`src/rtl/mibm_pkg.sv`:
```
// ============================================================================
// mibm_pkg - shared types and constants of the misc instruction / block move unit
// Opcode values, result kinds, event codes and the result beat layout.
// ============================================================================
`default_nettype none

package mibm_pkg;

    // Input item kinds
    localparam logic ITEM_INSTR = 1'b0;
    localparam logic ITEM_DATA  = 1'b1;

    // Opcodes handled here
    localparam logic [7:0] OP_XBA = 8'hEB;
    localparam logic [7:0] OP_STP = 8'hDB;
    localparam logic [7:0] OP_WAI = 8'hCB;
    localparam logic [7:0] OP_WDM = 8'h42;
    localparam logic [7:0] OP_NOP = 8'hEA;
    localparam logic [7:0] OP_MVP = 8'h44;
    localparam logic [7:0] OP_MVN = 8'h54;

    // Move ends once the count wraps to this value
    localparam logic [15:0] COUNT_END = 16'hFFFF;

    // Result kinds
    localparam logic [1:0] KIND_DONE    = 2'd0;
    localparam logic [1:0] KIND_DONE_NZ = 2'd1;
    localparam logic [1:0] KIND_READ    = 2'd2;
    localparam logic [1:0] KIND_WRITE   = 2'd3;

    // Events
    localparam logic [1:0] EV_NONE  = 2'd0;
    localparam logic [1:0] EV_STOP  = 2'd1;
    localparam logic [1:0] EV_WAIT  = 2'd2;
    localparam logic [1:0] EV_UNEXP = 2'd3;

    // Cycle charges
    localparam logic [2:0] CYC_NONE  = 3'd0;
    localparam logic [2:0] CYC_TWO   = 3'd2;
    localparam logic [2:0] CYC_THREE = 3'd3;
    localparam logic [2:0] CYC_BYTE  = 3'd7;

    typedef struct packed {
        logic [1:0]  kind;
        logic [23:0] addr;
        logic [7:0]  wdata;
        logic [15:0] acc;
        logic [15:0] x;
        logic [15:0] y;
        logic [7:0]  dbank;
        logic [1:0]  nz;
        logic [1:0]  pc_adv;
        logic [2:0]  cyc;
        logic [1:0]  ev;
        logic        last;
    } result_t;

endpackage

`default_nettype wire

```
`src/rtl/misc_instruction_and_block_move_unit_core.sv`:
```
// ============================================================================
// misc_instruction_and_block_move_unit_core - XBA/STP/WAI/WDM/NOP/MVP/MVN unit
// Executes the miscellaneous 65C816 instructions and sequences block moves
// as bus read / bus write requests, one beat per result.
// ============================================================================
//
//  channel | handshake            | payload
//  --------+----------------------+------------------------------------------
//  in      | in_valid / in_stall  | opcode, instruction, dest_bank, src_bank,
//          |                      | acc_in, x_in, y_in, read_data
//  out     | out_valid / out_stall| result_kind, bus_address, write_data,
//          |                      | acc_out, x_out, y_out, data_bank, nz_flags,
//          |                      | pc_advance, cycles, event_res, last
//
//  An accepted beat is held in the input register, then its results
//  (none, one or two) are formed in one pass and loaded into a two-slot
//  result buffer. Items with one result flow at one per cycle while the
//  output is not stalled; a returned move byte yields two results, and
//  the next item waits for the second. The input register drains whenever
//  the buffer is empty or its last beat leaves this cycle. Reset clears
//  all control and move state; out_stall holds the buffered beat unchanged.
`default_nettype none

module misc_instruction_and_block_move_unit_core (
    input  wire logic        clk,
    input  wire logic        rst_n,

    input  wire logic        in_valid,
    output logic             in_stall,
    input  wire logic        opcode,
    input  wire logic [7:0]  instruction,
    input  wire logic [7:0]  dest_bank,
    input  wire logic [7:0]  src_bank,
    input  wire logic [15:0] acc_in,
    input  wire logic [15:0] x_in,
    input  wire logic [15:0] y_in,
    input  wire logic [7:0]  read_data,

    output logic             out_valid,
    input  wire logic        out_stall,
    output logic [1:0]       result_kind,
    output logic [23:0]      bus_address,
    output logic [7:0]       write_data,
    output logic [15:0]      acc_out,
    output logic [15:0]      x_out,
    output logic [15:0]      y_out,
    output logic [7:0]       data_bank,
    output logic [1:0]       nz_flags,
    output logic [1:0]       pc_advance,
    output logic [2:0]       cycles,
    output logic [1:0]       event_res,
    output logic             last
);

    import mibm_pkg::*;

    // ------------------------------------------------------------------
    // Input register
    // ------------------------------------------------------------------
    logic        in_full_reg, in_full_next;
    logic        op_reg;
    logic [7:0]  instr_reg;
    logic [7:0]  dbank_in_reg;
    logic [7:0]  sbank_in_reg;
    logic [15:0] acc_reg;
    logic [15:0] x_reg;
    logic [15:0] y_reg;
    logic [7:0]  rdata_reg;

    // ------------------------------------------------------------------
    // Move state
    // ------------------------------------------------------------------
    logic        moving_reg, moving_next;
    logic        down_reg, down_next;
    logic [15:0] remain_reg, remain_next;
    logic [15:0] src_off_reg, src_off_next;
    logic [15:0] dst_off_reg, dst_off_next;
    logic [7:0]  sbank_reg, sbank_next;
    logic [7:0]  dbank_reg, dbank_next;

    // ------------------------------------------------------------------
    // Result buffer: slot0 is the head shown on the output
    // ------------------------------------------------------------------
    logic [1:0]  cnt_reg, cnt_next;
    result_t     slot0_reg, slot0_next;
    result_t     slot1_reg, slot1_next;

    logic        in_accept;
    logic        out_accept;
    logic        buf_free;
    logic        advance;

    result_t     res0, res1;
    logic [1:0]  res_n;
    logic [15:0] src_step, dst_step, remain_dec;
    logic [7:0]  acc_hi;

    assign out_accept = out_valid && !out_stall;
    // Buffer can take a new pair when empty or its final beat leaves now
    assign buf_free   = (cnt_reg == 2'd0) || ((cnt_reg == 2'd1) && out_accept);
    assign advance    = in_full_reg && buf_free;
    assign in_stall   = in_full_reg && !buf_free;
    assign in_accept  = in_valid && !in_stall;
    assign in_full_next = in_accept || (in_full_reg && !advance);

    // ------------------------------------------------------------------
    // Single-pass result formation
    // ------------------------------------------------------------------
    always_comb
    begin
        src_step   = down_reg ? (src_off_reg - 16'd1) : (src_off_reg + 16'd1);
        dst_step   = down_reg ? (dst_off_reg - 16'd1) : (dst_off_reg + 16'd1);
        remain_dec = remain_reg - 16'd1;
        acc_hi     = acc_reg[15:8];

        res0  = '0;
        res1  = '0;
        res_n = 2'd0;

        moving_next  = moving_reg;
        down_next    = down_reg;
        remain_next  = remain_reg;
        src_off_next = src_off_reg;
        dst_off_next = dst_off_reg;
        sbank_next   = sbank_reg;
        dbank_next   = dbank_reg;

        if (op_reg == ITEM_DATA)
        begin
            // Drop a returned byte when no move is running
            if (moving_reg)
            begin
                src_off_next = src_step;
                dst_off_next = dst_step;
                remain_next  = remain_dec;
                res_n        = 2'd2;

                res0.kind   = KIND_WRITE;
                res0.addr   = {dbank_reg, dst_off_reg};
                res0.wdata  = rdata_reg;
                res0.acc    = remain_dec;
                res0.x      = src_step;
                res0.y      = dst_step;
                res0.dbank  = dbank_reg;
                res0.cyc    = CYC_BYTE;

                res1.acc    = remain_dec;
                res1.x      = src_step;
                res1.y      = dst_step;
                res1.dbank  = dbank_reg;
                res1.last   = 1'b1;
                if (remain_dec == COUNT_END)
                begin
                    moving_next = 1'b0;
                    res1.kind   = KIND_DONE;
                    res1.pc_adv = 2'd3;
                end
                else
                begin
                    res1.kind   = KIND_READ;
                    res1.addr   = {sbank_reg, src_step};
                end
            end
        end
        else
        begin
            // A new instruction abandons any move in progress
            moving_next = 1'b0;
            res_n       = 2'd1;
            res0.kind   = KIND_DONE;
            res0.acc    = acc_reg;
            res0.x      = x_reg;
            res0.y      = y_reg;
            res0.last   = 1'b1;
            unique case (instr_reg)
                OP_XBA:
                begin
                    res0.kind   = KIND_DONE_NZ;
                    res0.acc    = {acc_reg[7:0], acc_hi};
                    res0.nz     = {acc_hi[7], (acc_hi == 8'h00)};
                    res0.pc_adv = 2'd1;
                    res0.cyc    = CYC_THREE;
                end
                OP_STP:
                begin
                    res0.pc_adv = 2'd1;
                    res0.cyc    = CYC_THREE;
                    res0.ev     = EV_STOP;
                end
                OP_WAI:
                begin
                    res0.pc_adv = 2'd1;
                    res0.cyc    = CYC_THREE;
                    res0.ev     = EV_WAIT;
                end
                OP_WDM:
                begin
                    res0.pc_adv = 2'd2;
                    res0.cyc    = CYC_TWO;
                end
                OP_NOP:
                begin
                    res0.pc_adv = 2'd1;
                    res0.cyc    = CYC_TWO;
                end
                OP_MVP, OP_MVN:
                begin
                    moving_next  = 1'b1;
                    down_next    = (instr_reg == OP_MVP);
                    remain_next  = acc_reg;
                    src_off_next = x_reg;
                    dst_off_next = y_reg;
                    sbank_next   = sbank_in_reg;
                    dbank_next   = dbank_in_reg;
                    res0.kind    = KIND_READ;
                    res0.addr    = {sbank_in_reg, x_reg};
                    res0.dbank   = dbank_in_reg;
                end
                default:
                begin
                    res0.ev     = EV_UNEXP;
                    res0.cyc    = CYC_NONE;
                end
            endcase
        end
    end

    // ------------------------------------------------------------------
    // Result buffer update: load a new pair or shift the tail forward
    // ------------------------------------------------------------------
    always_comb
    begin
        cnt_next   = cnt_reg;
        slot0_next = slot0_reg;
        slot1_next = slot1_reg;
        if (advance)
        begin
            cnt_next   = res_n;
            slot0_next = res0;
            slot1_next = res1;
        end
        else if (out_accept)
        begin
            cnt_next   = cnt_reg - 2'd1;
            slot0_next = slot1_reg;
        end
    end

    always_ff @(posedge clk or negedge rst_n)
    begin
        if (!rst_n)
        begin
            in_full_reg <= 1'b0;
            cnt_reg     <= 2'd0;
            moving_reg  <= 1'b0;
            down_reg    <= 1'b0;
            remain_reg  <= '0;
            src_off_reg <= '0;
            dst_off_reg <= '0;
            sbank_reg   <= '0;
            dbank_reg   <= '0;
        end
        else
        begin
            in_full_reg <= in_full_next;
            cnt_reg     <= cnt_next;
            // Commit move state only when the held beat advances
            if (advance)
            begin
                moving_reg  <= moving_next;
                down_reg    <= down_next;
                remain_reg  <= remain_next;
                src_off_reg <= src_off_next;
                dst_off_reg <= dst_off_next;
                sbank_reg   <= sbank_next;
                dbank_reg   <= dbank_next;
            end
        end
    end

    // Payload registers: no reset
    always_ff @(posedge clk)
    begin
        if (in_accept)
        begin
            op_reg       <= opcode;
            instr_reg    <= instruction;
            dbank_in_reg <= dest_bank;
            sbank_in_reg <= src_bank;
            acc_reg      <= acc_in;
            x_reg        <= x_in;
            y_reg        <= y_in;
            rdata_reg    <= read_data;
        end
        slot0_reg <= slot0_next;
        slot1_reg <= slot1_next;
    end

    // ------------------------------------------------------------------
    // Output beat
    // ------------------------------------------------------------------
    assign out_valid   = (cnt_reg != 2'd0);
    assign result_kind = slot0_reg.kind;
    assign bus_address = slot0_reg.addr;
    assign write_data  = slot0_reg.wdata;
    assign acc_out     = slot0_reg.acc;
    assign x_out       = slot0_reg.x;
    assign y_out       = slot0_reg.y;
    assign data_bank   = slot0_reg.dbank;
    assign nz_flags    = slot0_reg.nz;
    assign pc_advance  = slot0_reg.pc_adv;
    assign cycles      = slot0_reg.cyc;
    assign event_res   = slot0_reg.ev;
    assign last        = slot0_reg.last;

endmodule

`default_nettype wire

```
`config.mk`:
```
export PLATFORM = sky130hd
export DESIGN_NAME = misc_instruction_and_block_move_unit_core
export DESIGN_NICKNAME = d
export VERILOG_FILES = /design/src/rtl/mibm_pkg.sv /design/src/rtl/misc_instruction_and_block_move_unit_core.sv
export SDC_FILE = /design/constraint.sdc
export NUM_CORES = 1
export LEC_CHECK = 0
export BUFFER_PORTS_ARGS = -buffer_cell sky130_fd_sc_hd__buf_2
export CELL_PAD_IN_SITES_DETAIL_PLACEMENT = 0
export CELL_PAD_IN_SITES_GLOBAL_PLACEMENT = 1
export CORE_AREA = 8 8 173 208
export DETAILED_ROUTE_END_ITERATION = 12
export DIE_AREA = 0 0 181 216
export PLACE_DENSITY = 0.81
export SLEW_MARGIN = 5
export SYNTH_ARGS = -nofsm -noshare
export SYNTH_HDL_FRONTEND = slang
export SYNTH_SLANG_ARGS = --single-unit
```
`constraint.sdc`:
```
create_clock -name clk -period 5.2 [get_ports clk]
set_clock_uncertainty 0.05 [all_clocks]
set_input_delay 0 -clock clk [delete_from_list [all_inputs] [get_ports clk]]
set_output_delay 0 -clock clk [all_outputs]
set_load 0.02 [all_outputs]
```
==> results.cfg <==
[timing]
final_hold_viol_count = 0
setup_viol = 0
rsz0062_at_grt = false
setup_total_negative_slack_ps = 0
slew_headroom_pct = 30.75
worst_slew_pin_slew_ps = 1038
fmax_mhz = 275.5
slew_viol_final = 0
hold_slack_ps = 122.2
min_period_over_period_pct = 69.80
fin_crit_ps = 3630

[floorplan]
pin_count = 187
die_area_um2 = 39100
num_rows = 73
die_h_um = 216
die_x_um = 181
coreArea_um2 = 32700
initial_core_util_pct = 46.04

[clocking]
cts_buffer_depth = 3
cts-htree-levels = 2
cts_hold_buffers = 85
post-cts-setup-buffers = 0
cts.sinks = 333
clockRootBuffer = clkbuf_16
cts_resized = 0
cts_tree = built
clkTransAtPathRegs_ps = 70
cts-buffers-inserted = 37
clkLatencyLatePin_ps = 530

[logic_synthesis]
yosysMostFrequentCell = edfxtp_1
syn-num-nets = 1391
syn_avg_cell_area_um2 = 11.84
synth_edf_count = 264
synth_area_um2 = 15050
ys.flop_type = edfxtp_1
async_flop_share_pct = 20.72
yosys_warnings = 0
synth_area_leaders = edfxtp_1 (53%), dfrtp_1 (11%), a21oi_1 (4.2%)
yosys-top-cells-count = edfxtp_1 (264), nor2_1 (146), a21oi_1 (126)
synth_cell_type_count = 66
syn-instance-count = 1272
synth_top_cell_by_area = edfxtp_1
ys_seq_area_share_pct = 64.13
yosysTopAreaCellShare_pct = 52.66
ys_ff_latch = 333

[worst_hold_path]
hold_path_class = input pin to async pin

[critical_path]
worstSetupEndpointType = register
worstSetupPathType = register to register
crit_path_max_fanout = 29
worstSetupStartpointType = register
slowest_delay_ps = 590
critPathArrivalTime_ps = 3820
slowest_stage = dfrtp_1
required_ps = 5390
worstPathCellList = buf_4, ha_1, a21o_1, o221a_2, nor2b_1, a221o_1, nor4b_2, xor2_1, o221ai_1

[detailed_routing]
top_layer_used = met4
met1_length_um = 17010
antenna_left = 0
met2_length_um = 18510
num_vias = 10940
wl_met3_um = 2222
drt_iter0_markers = 706
drc = 0
drt-total-wl_um = 38570
wire_per_inst_um = 19.60
first_pass_iters = 5
vias_per_cell = 5.561

[global_route]
grt_pass1_wl_um = 62020
grt_overflow = 0
grt_max_degree = 76
grt_usage_pct = 19.71
antenna_found_initial = 0
grt_pass1_vias = 11250

[flow_run]
max_cap_viol_count = 0

[layout]
final-seq-area_um2 = 9654
largest_reg_flops = 83
finalNetCount = 1647
areaGrowthSynthToFinish_pct = 22.33
final_cells = 1968
multi_input_area_um2 = 5067
diodes = 0
drive_gt1_share_pct = 18.77
nFillCells = 2772

[placement]
io_buffers = 186
dp_cells = 1816
post-dp-hpwl_um = 24380
routabilityCongestion = 0.8921

[outcome]
status = finished clean

[power_and_ir_drop]
ir_drop_mv = 0.3666
power_density_nw_per_um2 = 651.0
p_leak_nw = 7.444
-- cell usage in the layout, fill, tap and decap left out, types with 23 or more instances in the layout --
cell type	synthesis	final
edfxtp_1	264	264
ha_1	32	32
dfrtp_1	69	69
nand2_1	115	114
xnor2_1	24	24
nor2b_1	30	30
dlygate4sd3_1	0	85
and3_1	24	24
clkbuf_16	0	37
inv_1	25	23
buf_2	2	185
a22oi_1	24	24
o21ai_0	76	76
a21oi_1	126	125
nor2_1	146	145
-- metrics by stage --
stage | area, um2 | utilization, % | total power [W] | worst slack [ps]
2_1_floorplan | 15050 | - | 0.008017 | 475.1
3_3_place_gp | 16400 | 50.17 | 0.009371 | 1741
3_5_place_dp | 16400 | 50.17 | 0.009458 | 1619
4_1_cts | 18420 | 56.32 | 0.01209 | 1601
5_1_grt | 18420 | 56.32 | 0.01276 | 1366
6_report | 18420 | 56.32 | 0.01199 | 1570
-- metal layers --
| metal | vias to the layer above | GRT usage, % |
|---|---|---|
| met5 | - | 0 |
| met1 | 5346 | 26.32 |
| met4 | 0 | 5.528 |
| met2 | 352 | 32.71 |
| li1 | 5189 | - |
| met3 | 57 | 3.445 |
-- layout make-up --
| class | instances | area share, % |
|---|---|---|
| sequential | 333 | 52.42 |
| timing repair buffer | 289 | 10.42 |
| clock buffer | 47 | 5.231 |
| inverter | 25 | 0.5367 |
| tap | 412 | 2.799 |
| clock inverter | 20 | 1.073 |
| multi-input combinational | 842 | 27.52 |
-- worst max-delay path, delay by kind of cell, from the launching register on --
family	cells	cell delay, ps
buf+inv	1	420
fa+ha+maj	1	370
xor+xnor	1	280
flops	1	590
compound gates	4	1080
simple gates	2	540
-- where the power goes --
group          leakage, nW  switching [W]  internal [W]
Sequential            3.43       0.000582       0.00445
Combinational         3.45        0.00299       0.00143
Clock                0.569        0.00106       0.00147
-- worst paths after layout --
| kind | from | end | slack (ps) | depth (start not counted) |
|---|---|---|---|---|
| max reg2reg | down_reg | x_out[15] | 1570 | 9 |
| max in group asynchronous | rst_n | src_off_reg[11] | 4290 | 2 |
| min in group clk | src_bank[4] | sbank_in_reg[4] | 130 | 2 |
| max | down_reg | x_out[15] | 1570 | 9 |
| min reg2reg | src_off_reg[6] | src_off_reg[6] | 430 | 2 |
| min | rst_n | in_full_reg | 120 | 2 |
-- kinds of logic after synthesis --
kind of cell	share of synthesized area [%]
xor gates and xnor gates	2.269
and+or+nand+nor	13.78
buffers and inverters	2.485
muxes	1.679
adders and majority gates	2.926
AOI/OAI and AO/OA	12.73
DFF	64.13
Note: power is estimated with default switching activity, not from simulation.
